## src/rtl/encoder_angle_velocity_estimator_core_assert.svh

```systemverilog
// Assertion macros for the encoder angle/velocity estimator core.
// Included by RTL files that carry concurrent checks; no other dependencies.
`ifndef ENCODER_ANGLE_VELOCITY_ESTIMATOR_CORE_ASSERT_SVH
`define ENCODER_ANGLE_VELOCITY_ESTIMATOR_CORE_ASSERT_SVH

`ifndef ASSERT_OFF
`define EAVE_ASSERT(lbl, clk, rstn, prop) \
    lbl: assert property (@(posedge clk) disable iff (!(rstn)) (prop)) \
        else $error("eave assertion failed");
`define EAVE_ASSERT_ALWAYS(lbl, clk, prop) \
    lbl: assert property (@(posedge clk) (prop)) \
        else $error("eave assertion failed");
`else
`define EAVE_ASSERT(lbl, clk, rstn, prop)
`define EAVE_ASSERT_ALWAYS(lbl, clk, prop)
`endif

`endif

```

## src/rtl/eave_pkg.sv

```systemverilog
// Shared constants and controller/datapath interface types for the
// encoder angle/velocity estimator core. No dependencies.
package eave_pkg;

    localparam int ANGLE_W   = 14;
    localparam int RAW_W     = 16;
    localparam int TIME_W    = 32;
    localparam int VEL_W     = 33;
    localparam int DIFF_W    = 16;
    localparam int VNUM_W    = 20;
    localparam int PROD_W    = 33;
    localparam int DIV_STEPS = 32;
    localparam int CNT_W     = $clog2(DIV_STEPS);

    localparam logic [VNUM_W-1:0] VEL_NUM   = VNUM_W'(703125);
    localparam logic signed [DIFF_W-1:0] HALF_TURN = DIFF_W'(8192);
    localparam logic signed [DIFF_W-1:0] FULL_TURN = DIFF_W'(16384);
    localparam logic [CNT_W-1:0] CNT_LAST = CNT_W'(DIV_STEPS - 1);

    typedef struct packed {
        logic accept;
        logic prep;
        logic prime;
        logic div_start;
        logic div_step;
        logic finish;
        logic load_out;
        logic upd;
    } eave_cmd_t;

    typedef struct packed {
        logic primed;
        logic dt_zero;
    } eave_sts_t;

endpackage

```

## src/rtl/eave_ctrl.sv

```systemverilog
// Sequencing controller for the estimator: handshakes, step counter, commands.
// Depends on eave_pkg and the assertion macro header.
`include "encoder_angle_velocity_estimator_core_assert.svh"

module eave_ctrl
    import eave_pkg::*;
(
    input  logic      aclk,
    input  logic      aresetn,
    input  logic      s_tvalid,
    output logic      s_tready,
    output logic      m_tvalid,
    input  logic      m_tready,
    input  eave_sts_t sts,
    output eave_cmd_t cmd
);

    typedef enum logic [2:0] {
        ST_IDLE,
        ST_PREP,
        ST_DECIDE,
        ST_DIV,
        ST_FIN,
        ST_DONE
    } state_t;

    state_t           state_reg, state_next;
    logic [CNT_W-1:0] cnt_reg, cnt_next;
    logic             upd_reg, upd_next;
    logic             m_tvalid_reg, m_tvalid_next;
    logic             slot_free;

    assign s_tready  = (state_reg == ST_IDLE);
    assign m_tvalid  = m_tvalid_reg;
    assign slot_free = !m_tvalid_reg || m_tready;

    always_comb begin
        state_next    = state_reg;
        cnt_next      = cnt_reg;
        upd_next      = upd_reg;
        m_tvalid_next = m_tvalid_reg && !m_tready;
        cmd           = '0;
        cmd.upd       = upd_reg;
        case (state_reg)
            ST_IDLE: begin
                if (s_tvalid) begin
                    cmd.accept = 1'b1;
                    state_next = ST_PREP;
                end
            end
            ST_PREP: begin
                cmd.prep   = 1'b1;
                state_next = ST_DECIDE;
            end
            ST_DECIDE: begin
                upd_next = 1'b0;
                if (!sts.primed) begin
                    cmd.prime  = 1'b1;
                    state_next = ST_DONE;
                end else if (sts.dt_zero) begin
                    state_next = ST_DONE;
                end else begin
                    cmd.div_start = 1'b1;
                    cnt_next      = '0;
                    state_next    = ST_DIV;
                end
            end
            ST_DIV: begin
                cmd.div_step = 1'b1;
                cnt_next     = cnt_reg + 1'b1;
                if (cnt_reg == CNT_LAST) begin
                    state_next = ST_FIN;
                end
            end
            ST_FIN: begin
                cmd.finish = 1'b1;
                upd_next   = 1'b1;
                state_next = ST_DONE;
            end
            ST_DONE: begin
                if (slot_free) begin
                    cmd.load_out  = 1'b1;
                    m_tvalid_next = 1'b1;
                    state_next    = ST_IDLE;
                end
            end
            default: begin
                state_next = ST_IDLE;
            end
        endcase
    end

    always_ff @(posedge aclk) begin
        if (!aresetn) begin
            state_reg    <= ST_IDLE;
            cnt_reg      <= '0;
            upd_reg      <= 1'b0;
            m_tvalid_reg <= 1'b0;
        end else begin
            state_reg    <= state_next;
            cnt_reg      <= cnt_next;
            upd_reg      <= upd_next;
            m_tvalid_reg <= m_tvalid_next;
        end
    end

    `EAVE_ASSERT(a_load_slot_free, aclk, aresetn, cmd.load_out |-> slot_free)
    `EAVE_ASSERT(a_accept_to_prep, aclk, aresetn, s_tvalid && s_tready |=> state_reg == ST_PREP)
    `EAVE_ASSERT(a_start_to_div, aclk, aresetn, cmd.div_start |=> cnt_reg == '0)
    `EAVE_ASSERT(a_div_to_fin, aclk, aresetn, cmd.div_step && cnt_reg == CNT_LAST |=> cmd.finish)
    `EAVE_ASSERT(a_upd_after_fin, aclk, aresetn, cmd.finish |=> cmd.upd)

endmodule

```

## src/rtl/eave_dp.sv

```systemverilog
// Datapath for the estimator: sample state, wrapped difference, scale multiply,
// radix-2 restoring divider and output register. Depends on eave_pkg.
module eave_dp
    import eave_pkg::*;
(
    input  logic                     aclk,
    input  logic                     aresetn,
    input  logic [2*RAW_W+TIME_W-RAW_W-1:0] s_tdata,
    input  eave_cmd_t                cmd,
    output eave_sts_t                sts,
    output logic [ANGLE_W-1:0]       out_angle,
    output logic [VEL_W-1:0]         out_vel,
    output logic                     out_upd
);

    logic [ANGLE_W-1:0] in_angle_reg;
    logic [TIME_W-1:0]  in_time_reg;
    logic [ANGLE_W-1:0] prev_angle_reg;
    logic [TIME_W-1:0]  prev_time_reg;
    logic               primed_reg;
    logic [VEL_W-1:0]   held_reg;
    logic [TIME_W-1:0]  dt_reg;
    logic [PROD_W-1:0]  prod_reg;
    logic               neg_reg;
    logic [TIME_W-1:0]  rem_reg;
    logic [TIME_W-1:0]  quo_reg;
    logic [ANGLE_W-1:0] out_angle_reg;
    logic [VEL_W-1:0]   out_vel_reg;
    logic               out_upd_reg;

    logic signed [DIFF_W-1:0] diff_raw;
    logic signed [DIFF_W-1:0] diff_wrap;
    logic [ANGLE_W-1:0]       mag;
    logic [TIME_W:0]          rem_sh;
    logic                     ge;
    logic [VEL_W-1:0]         vel_mag;

    always_comb begin
        diff_raw = $signed({2'b00, in_angle_reg}) - $signed({2'b00, prev_angle_reg});
        if (diff_raw > HALF_TURN) begin
            diff_wrap = diff_raw - FULL_TURN;
        end else if (diff_raw < -HALF_TURN) begin
            diff_wrap = diff_raw + FULL_TURN;
        end else begin
            diff_wrap = diff_raw;
        end
        if (diff_wrap[DIFF_W-1]) begin
            mag = ANGLE_W'(-diff_wrap);
        end else begin
            mag = ANGLE_W'(diff_wrap);
        end
    end

    assign rem_sh  = {rem_reg, quo_reg[TIME_W-1]};
    assign ge      = (rem_sh >= {1'b0, dt_reg});
    assign vel_mag = {1'b0, quo_reg};

    assign sts.primed  = primed_reg;
    assign sts.dt_zero = (dt_reg == '0);

    always_ff @(posedge aclk) begin
        if (cmd.accept) begin
            in_angle_reg <= s_tdata[ANGLE_W-1:0];
            in_time_reg  <= s_tdata[RAW_W +: TIME_W];
        end
        if (cmd.prep) begin
            dt_reg   <= in_time_reg - prev_time_reg;
            prod_reg <= PROD_W'(mag) * PROD_W'(VEL_NUM);
            neg_reg  <= diff_wrap[DIFF_W-1];
        end
        if (cmd.div_start) begin
            rem_reg <= '0;
            quo_reg <= prod_reg[PROD_W-1:1];
        end else if (cmd.div_step) begin
            rem_reg <= ge ? TIME_W'(rem_sh - {1'b0, dt_reg}) : rem_sh[TIME_W-1:0];
            quo_reg <= {quo_reg[TIME_W-2:0], ge};
        end
        if (cmd.load_out) begin
            out_angle_reg <= in_angle_reg;
            out_vel_reg   <= held_reg;
            out_upd_reg   <= cmd.upd;
        end
    end

    always_ff @(posedge aclk) begin
        if (!aresetn) begin
            prev_angle_reg <= '0;
            prev_time_reg  <= '0;
            primed_reg     <= 1'b0;
            held_reg       <= '0;
        end else begin
            if (cmd.prime || cmd.finish) begin
                prev_angle_reg <= in_angle_reg;
                prev_time_reg  <= in_time_reg;
            end
            if (cmd.prime) begin
                primed_reg <= 1'b1;
            end
            if (cmd.finish) begin
                held_reg <= neg_reg ? VEL_W'(-vel_mag) : vel_mag;
            end
        end
    end

    assign out_angle = out_angle_reg;
    assign out_vel   = out_vel_reg;
    assign out_upd   = out_upd_reg;

endmodule

```

## src/rtl/encoder_angle_velocity_estimator_core.sv

```systemverilog
// Encoder angle/velocity estimator core: one result per accepted sample. The
// angle is the low 14 bits of the raw word; velocity (1/16 deg/s) is the
// half-turn-wrapped count difference times 351562.5 over the elapsed
// microseconds, truncated toward zero, and held when no update happens (first
// sample or zero elapsed time). A sample with a fresh velocity runs through
// accept, prep, decide, the 32-step radix-2 divider and finish; others skip
// the divider. A finished result waits in the output register while the next
// sample runs. Depends on eave_pkg, eave_ctrl and eave_dp.
module encoder_angle_velocity_estimator_core
    import eave_pkg::*;
(
    input  logic        aclk,
    input  logic        aresetn,
    input  logic        s_tvalid,
    output logic        s_tready,
    input  logic [47:0] s_tdata,   // [15:0] raw_word, [47:16] timestamp_us
    output logic        m_tvalid,
    input  logic        m_tready,
    output logic [47:0] m_tdata,   // [13:0] angle_counts, [46:14] velocity, [47] zero
    output logic        m_tuser    // [0] velocity_updated
);

    eave_cmd_t          cmd;
    eave_sts_t          sts;
    logic [ANGLE_W-1:0] out_angle;
    logic [VEL_W-1:0]   out_vel;
    logic               out_upd;

    eave_ctrl u_ctrl (
        .aclk     (aclk),
        .aresetn  (aresetn),
        .s_tvalid (s_tvalid),
        .s_tready (s_tready),
        .m_tvalid (m_tvalid),
        .m_tready (m_tready),
        .sts      (sts),
        .cmd      (cmd)
    );

    eave_dp u_dp (
        .aclk      (aclk),
        .aresetn   (aresetn),
        .s_tdata   (s_tdata),
        .cmd       (cmd),
        .sts       (sts),
        .out_angle (out_angle),
        .out_vel   (out_vel),
        .out_upd   (out_upd)
    );

    assign m_tdata = {1'b0, out_vel, out_angle};
    assign m_tuser = out_upd;

endmodule

```

## config.mk

```make
export PLATFORM = sky130hd
export DESIGN_NAME = encoder_angle_velocity_estimator_core
export DESIGN_NICKNAME = d
export VERILOG_FILES = /design/src/rtl/eave_pkg.sv /design/src/rtl/eave_ctrl.sv /design/src/rtl/eave_dp.sv /design/src/rtl/encoder_angle_velocity_estimator_core.sv
export VERILOG_INCLUDE_DIRS = /design/src /design/src/rtl
export SDC_FILE = /design/constraint.sdc
export NUM_CORES = 1
export LEC_CHECK = 0
export ABC_CLOCK_PERIOD_IN_PS = 18700
export BUFFER_PORTS_ARGS = -buffer_cell sky130_fd_sc_hd__buf_2
export CAP_MARGIN = 10
export CORE_MARGIN = 3
export CORE_UTILIZATION = 45
export DETAILED_ROUTE_END_ITERATION = 10
export SLEW_MARGIN = 20
export SYNTH_ARGS = -nofsm -noshare
export SYNTH_HDL_FRONTEND = slang
export SYNTH_SLANG_ARGS = --single-unit
```

## constraint.sdc

```tcl
create_clock -name aclk -period 18.7 [get_ports aclk]
set_input_delay 1.87 -clock aclk [delete_from_list [all_inputs] [get_ports aclk]]
set_output_delay 1.87 -clock aclk [all_outputs]
set_load 0.05 [all_outputs]
```

Word-level counts from Yosys, hierarchy flattened
Index checks and enable logic that the tools add are counted.
{ "word_totals": {"reg_bits": 314, "n_memories": 0, "ramBits": 0, "input_bits": 52, "romBits": 0, "word_cells": 83, "output_inout_bits": 51, "latch_bits": 0} }
{ "op_classes": {"mux": 30, "magnitude_cmp": 3, "n_div": 0, "n_bitwise": 0, "mul": 1, "n_reduce_logical": 12, "add_sub_neg": 8, "eq_ne": 11, "shift": 0} }
{ "op_table": {"columns": ["operator", "count"], "rows": [
  ["$mux 32", 3],
  ["$sub 32x32->32", 2],
  ["$ge 33x32->1", 1],
  ["$mul 14x20->33 const B", 1],
  ["$mux 33", 1],
  ["$neg 32->33", 1],
  ["$logic_not 32->1", 1],
  ["$mux 16", 2],
  ["$pmux 3 s6", 1],
  ["$add 16x16->16 const B", 1],
  ["$gt 16x15->1 const B", 1],
  ["$lt 16x14->1 const B", 1],
  ["$sub 16x16->16 const B", 1],
  ["$mux 3", 5],
  ["$sub 14x14->15", 1],
  ["$mux 14", 1],
  ["$neg 14->14", 1],
  ["$mux 1", 12],
  ["$mux 5", 2],
  ["$pmux 5 s2", 1],
  ["$eq 3x2->1 const B", 2],
  ["$eq 3x3->1 const B", 2],
  ["$ne 2x1->1 const B", 3],
  ["$reduce_and 3->1", 2],
  ["11 further kinds", 16]
]} }

Depth between registers and ports, before layout
{ "logic_depth": {"depth_word": 7, "ltp_mapped": 37, "ltp_nobuf": 36} }

Modules after synthesis
A second synthesis with hierarchy kept.
{ "hier_totals": {"cells_unflattened": 2044, "hier_area_um2": 21175.3} }
{ "modules_own_cells": {"columns": ["module", "cells_each", "instances", "seq_area_each_um2", "area_per_inst_um2"], "rows": [
  ["eave_dp", 1973, 1, 7977.7, 20573.5],
  ["eave_ctrl", 69, 1, 200.2, 590.6],
  ["encoder_angle_velocity_estimator_core", 2, 1, 0.0, 11.3]
]} }

Worst setup path after synthesis
No wires, ideal clock.
{ "synth_path": {"kind": "reg-to-reg", "startpoint": "reg u_dp.in_angle_reg[0]", "endpoint": "reg u_dp.prod_reg[28] (data pin)", "setup_ns": 0.258, "arrival_ns": 9.053, "n_path_buf": 1, "required_time_ns": 18.442, "stages_incl_launch_ff": 38, "path_slack_ns": 9.389, "period_less_slack_ns": 9.311, "cell_sequence": "edfxtp_1 inv_1 ha_1 inv_1 fa_1 a21o_1 a21oi_2 xor2_2 o21ai_0 or4_4 or4_4 o21ai_4 inv_2 buf_6 o31ai_1 xor2_1 inv_1 ha_1 [2 not listed] fa_1 inv_1 fa_1 inv_1 fa_1 fa_1 inv_1 ha_1 a21oi_1 o21ai_0 a311oi_1 nor3_1 or4_1 a21oi_1 o21bai_1 a21o_1 a21oi_1 xnor2_1"} }
{ "synth_between": {"word_cells_on_any_way": 10, "classes_between": "add/sub (4); mul (1); order compare (2); mux (3)"} }
{ "synth_lines": {"columns": ["element", "line", "source"], "rows": [
  ["start, declared", "eave_dp.sv:16", "logic [ANGLE_W-1:0] in_angle_reg;"],
  ["start signal, assigned", "eave_dp.sv:63", "in_angle_reg <= s_tdata[ANGLE_W-1:0];"],
  ["$sub 14x14->15 *", "eave_dp.sv:39", "diff_raw = $signed({2'b00, in_angle_reg}) - $signed({2'b00, prev_angle_reg});"],
  ["$add 16x16->16 / $lt 16x14->1 (equally long branches)", "eave_dp.sv:43, eave_dp.sv:42", null],
  ["$mux 16", "eave_dp.sv:42", "end else if (diff_raw < -HALF_TURN) begin"],
  ["$mux 16 *", "eave_dp.sv:40", "if (diff_raw > HALF_TURN) begin"],
  ["net u_dp.diff_wrap[15]", "eave_dp.sv:32", "logic signed [DIFF_W-1:0] diff_wrap;"],
  ["$mux 14 *", "eave_dp.sv:47", "if (diff_wrap[DIFF_W-1]) begin"],
  ["$mul 14x20->33 *", "eave_dp.sv:68", "prod_reg <= PROD_W'(mag) * PROD_W'(VEL_NUM);"],
  ["end signal, assigned", "eave_dp.sv:68", null],
  ["end, declared", "eave_dp.sv:23", "logic [PROD_W-1:0] prod_reg;"]
]} }
The timed path passes the listed nets; every way through them passes the cells marked *.
A chain may end at the register's enable or synchronous reset.

Worst setup path after layout
{ "layout_path": {"startpoint": "reg u_dp.in_angle_reg[0]", "endpoint": "reg u_dp.prod_reg[28] (data pin)"} }
{ "layout_between": {"elab_chain_cells": 7, "word_cells_on_any_way": 10, "classes_between": "add/sub (4); mul (1); order compare (2); mux (3)"} }
{ "layout_rtl": {"columns": ["element", "line", "source"], "rows": [
  ["$sub 14x14->15 *", "eave_dp.sv:39", null],
  ["$add 16x16->16 / $lt 16x14->1 (equally long branches)", "eave_dp.sv:43, eave_dp.sv:42", null],
  ["$mux 16", "eave_dp.sv:42", null],
  ["$mux 16 *", "eave_dp.sv:40", null],
  ["$neg 14->14", "eave_dp.sv:48", "mag = ANGLE_W'(-diff_wrap);"],
  ["$mux 14 *", "eave_dp.sv:47", null],
  ["$mul 14x20->33 *", "eave_dp.sv:68", null]
]} }
Mark *: on every way between the ends. The rest lies on a longest branch, timed or not.

==> reports/results.md <==
Outcome
- finished, final reports clean — result of the run

Routing
- 14,300 — routed via count
- 5 — Pre-antenna DRT Iters
- met5 — top layer reached by signal wires
- 0 — Residual DRC
- 0 — count of antenna-violating nets left after detailed routing
- 5.23 — number of vias per cell after detailed routing
- 16.0 um — Routed wire per std cell
- 43.7 mm — WL final
- 21.9 mm — wire length on met1
- 19.0 mm — WL met2
- 910 — Detailed Route Iter0 Violations
- 2.11 mm — met3 WL

Worst hold path
- 0 — number of cells traversed by the worst hold path
- u_dp.held_reg[29] — worst hold path startpoint
- register to register — Min-Delay Path Class
- u_dp.out_vel[29] — hold endpoint

Timing
- 96.2 MHz — top achievable clock speed
- 0.371 — worst rel slew slack
- 10,390 ps — time the worst path needs with I/O delays and setup
- no — unrepaired setup endpoints after global routing
- 0 — final setup violation count
- 0 — number of failing hold endpoints at the final stage
- 0.556 — post-route clock period utilization
- 0 — final slew viol count
- 20.2 ps — clock tree skew after final layout
- 0 ps — sum of negative setup slack
- 944 ps — pin slew with the least headroom to its limit

Global route
- 4 — antenna violations before repair
- 90 — pin count of the biggest net entering global routing
- 0.182 — Global Route Usage Sum
- 13,800 — number of global-route vias before repair
- 71.6 mm — first-pass GRT wire length
- 0 — total grt overflow

Clocking
- clkbuf_16 — clock root buffer
- 3 — maximum buffer depth of the clock tree
- 2 — CTS HTree Levels
- 0 — post-CTS setup buffer count
- 37 — TritonCTS Buffers
- 0 — # hold bufs at CTS
- 313 — clk sinks
- yes — TritonCTS clock tree
- 540 ps — Skew-Pair Late Insertion Delay
- 60 ps — clock slew at the register clock pins of the worst setup and hold paths
- 0 — # resized after CTS

Worst setup path
- 10,670 ps — critical path arrival
- 18,970 ps — Worst EP required
- 36 — depth of the worst register-to-register path
- adder cells — cell class contributing the biggest share of worst-path delay
- 8310 ps — flop2flop setup slack
- inv_1 — cell occurring most often along the worst timing path
- register — Worst setup SP type
- 9 — Critical path buffers and inverters
- u_dp.prod_reg[28] — end of the worst register-to-register path
- register — Worst Setup End Kind
- u_dp.in_angle_reg[0] — launch instance of the worst register-to-register path
- register to register — kind of critical path
- 560 ps — Critical Path Max Stage Delay
- 12 — maximum net fanout on the critical path
- or4_4 — critical path's slowest cell

Cells and area
- 4,044 — # fillers
- 11.0% — area added between synthesis and finish
- 0.111 — share of layout cells above drive strength 1
- 2,450 — net count of the finished layout
- inv_1 — most common cell after layout, fill and taps aside
- 22,900 um^2 — total non-filler cell area in the finished layout
- inv_1 (231), ha_1 (200), nand2_1 (197) — commonest non-fill, non-tap cells in the layout

Logic synthesis
- edfxtp_1 — Primary FF master, synth
- 0.277 — Synth top area share
- 0.396 — part of the Yosys area used for sequential elements
- 0 — ys async rst share
- 2,033 — number of standard cells after synthesis
- 10.2 um^2 — Post-Syn Area per Cell
- 20,700 um^2 — post-synth design cell area
- 2,366 — syn_nets
- 0 — number of warnings reported in the yosys synthesis log
- 313 — post-synthesis register bit count
- edfxtp_1 — cell type with the highest aggregate area in the netlist
- edfxtp_1 (28%), ha_1 (12%), dfxtp_1 (12%) — cell types occupying the most area after synthesis
- 78 — library cells used by synthesis
- 191 — EDFF count, synth

Run
- 0 — max cap viols

Floorplan
- 220 um — Die Y-Extent
- 77 — site row count
- 0.461 — initial core utilization
- 220 um — die width
- 44,800 um^2 — Core Box Area
- 48,500 um^2 — total die area
- 103 — count of boundary I/O pins

Placement
- 0.903 — placer congestion estimate
- 21,800 um^2 — placed cell areas
- 99 — number of buffers inserted by port buffering
- 33.1 mm — Post-DP HPWL

## Yosys cell counts, types with 26 or more instances
cell type / instances
clkbuf_1: 60
fa_1: 81
xnor2_1: 94
nand3_1: 44
a21o_1: 43
xor2_1: 54
mux2_2: 31
a21boi_0: 55
nor2_1: 78
dfxtp_1: 122
nand2_1: 197
edfxtp_1: 191
nor3_1: 26
o211a_1: 27
o21ai_0: 91
a21oi_1: 108
inv_1: 232
ha_1: 200
## stage by stage
step,utilization,hold WS (ps),cells,worst slack [ps]
after floorplan,-,408,2033,9390
after global placement,0.486,417,2670,8360
after detailed placement,0.486,417,2670,8260
after CTS,0.512,430,2736,8230
after global routing,0.512,438,2736,7590
final,0.512,429,2738,8310
## per-layer routing
layer	vias up	global-route usage
met5	-	0
met4	4	0.0367
met3	53	0.0332
met2	235	0.283
met1	6703	0.267
li1	7318	-
## how the worst max path moves through the flow
stage	slack [ps]	to	start	cells past startpoint
floorplan	9390	u_dp.prod_reg[28]	u_dp.in_angle_reg[0]	37
global placement	8360	u_dp.prod_reg[28]	u_dp.in_angle_reg[0]	36
detailed placement	8260	u_dp.prod_reg[28]	u_dp.in_angle_reg[0]	36
CTS	8230	u_dp.prod_reg[28]	u_dp.in_angle_reg[0]	36
global route	7590	u_dp.prod_reg[28]	u_dp.in_angle_reg[0]	36
finish	8310	u_dp.prod_reg[28]	u_dp.in_angle_reg[0]	36
## layout make-up
| type | instances | area [um^2] | area share |
|---|---|---|---|
| multi-input combinational | 1422 | 11400 | 0.497 |
| inverter | 233 | 875 | 0.0381 |
| sequential | 313 | 8180 | 0.356 |
| timing repair buffer | 110 | 578 | 0.0252 |
| clock inverter | 23 | 196 | 0.00856 |
| antenna | 2 | 5.00 | 0.000218 |
| clock buffer | 43 | 968 | 0.0422 |
| tap | 592 | 741 | 0.0323 |
## logic make-up (layout without fill, tap and decap cells)
logic type,after synthesis,after routing,synth area share
AOI/OAI and AO/OA,453,453,0.147
xor gates and xnor gates,150,150,0.0643
adders and majority gates,281,281,0.200
buffers and inverters,298,409,0.0551
DFF,313,313,0.396
muxes,45,45,0.0237
other,1,3,0.000181
and+or+nand+nor,492,492,0.114
Power is not shown: default switching activity piles up to over one toggle a cycle in this logic, so the estimate is an artifact.
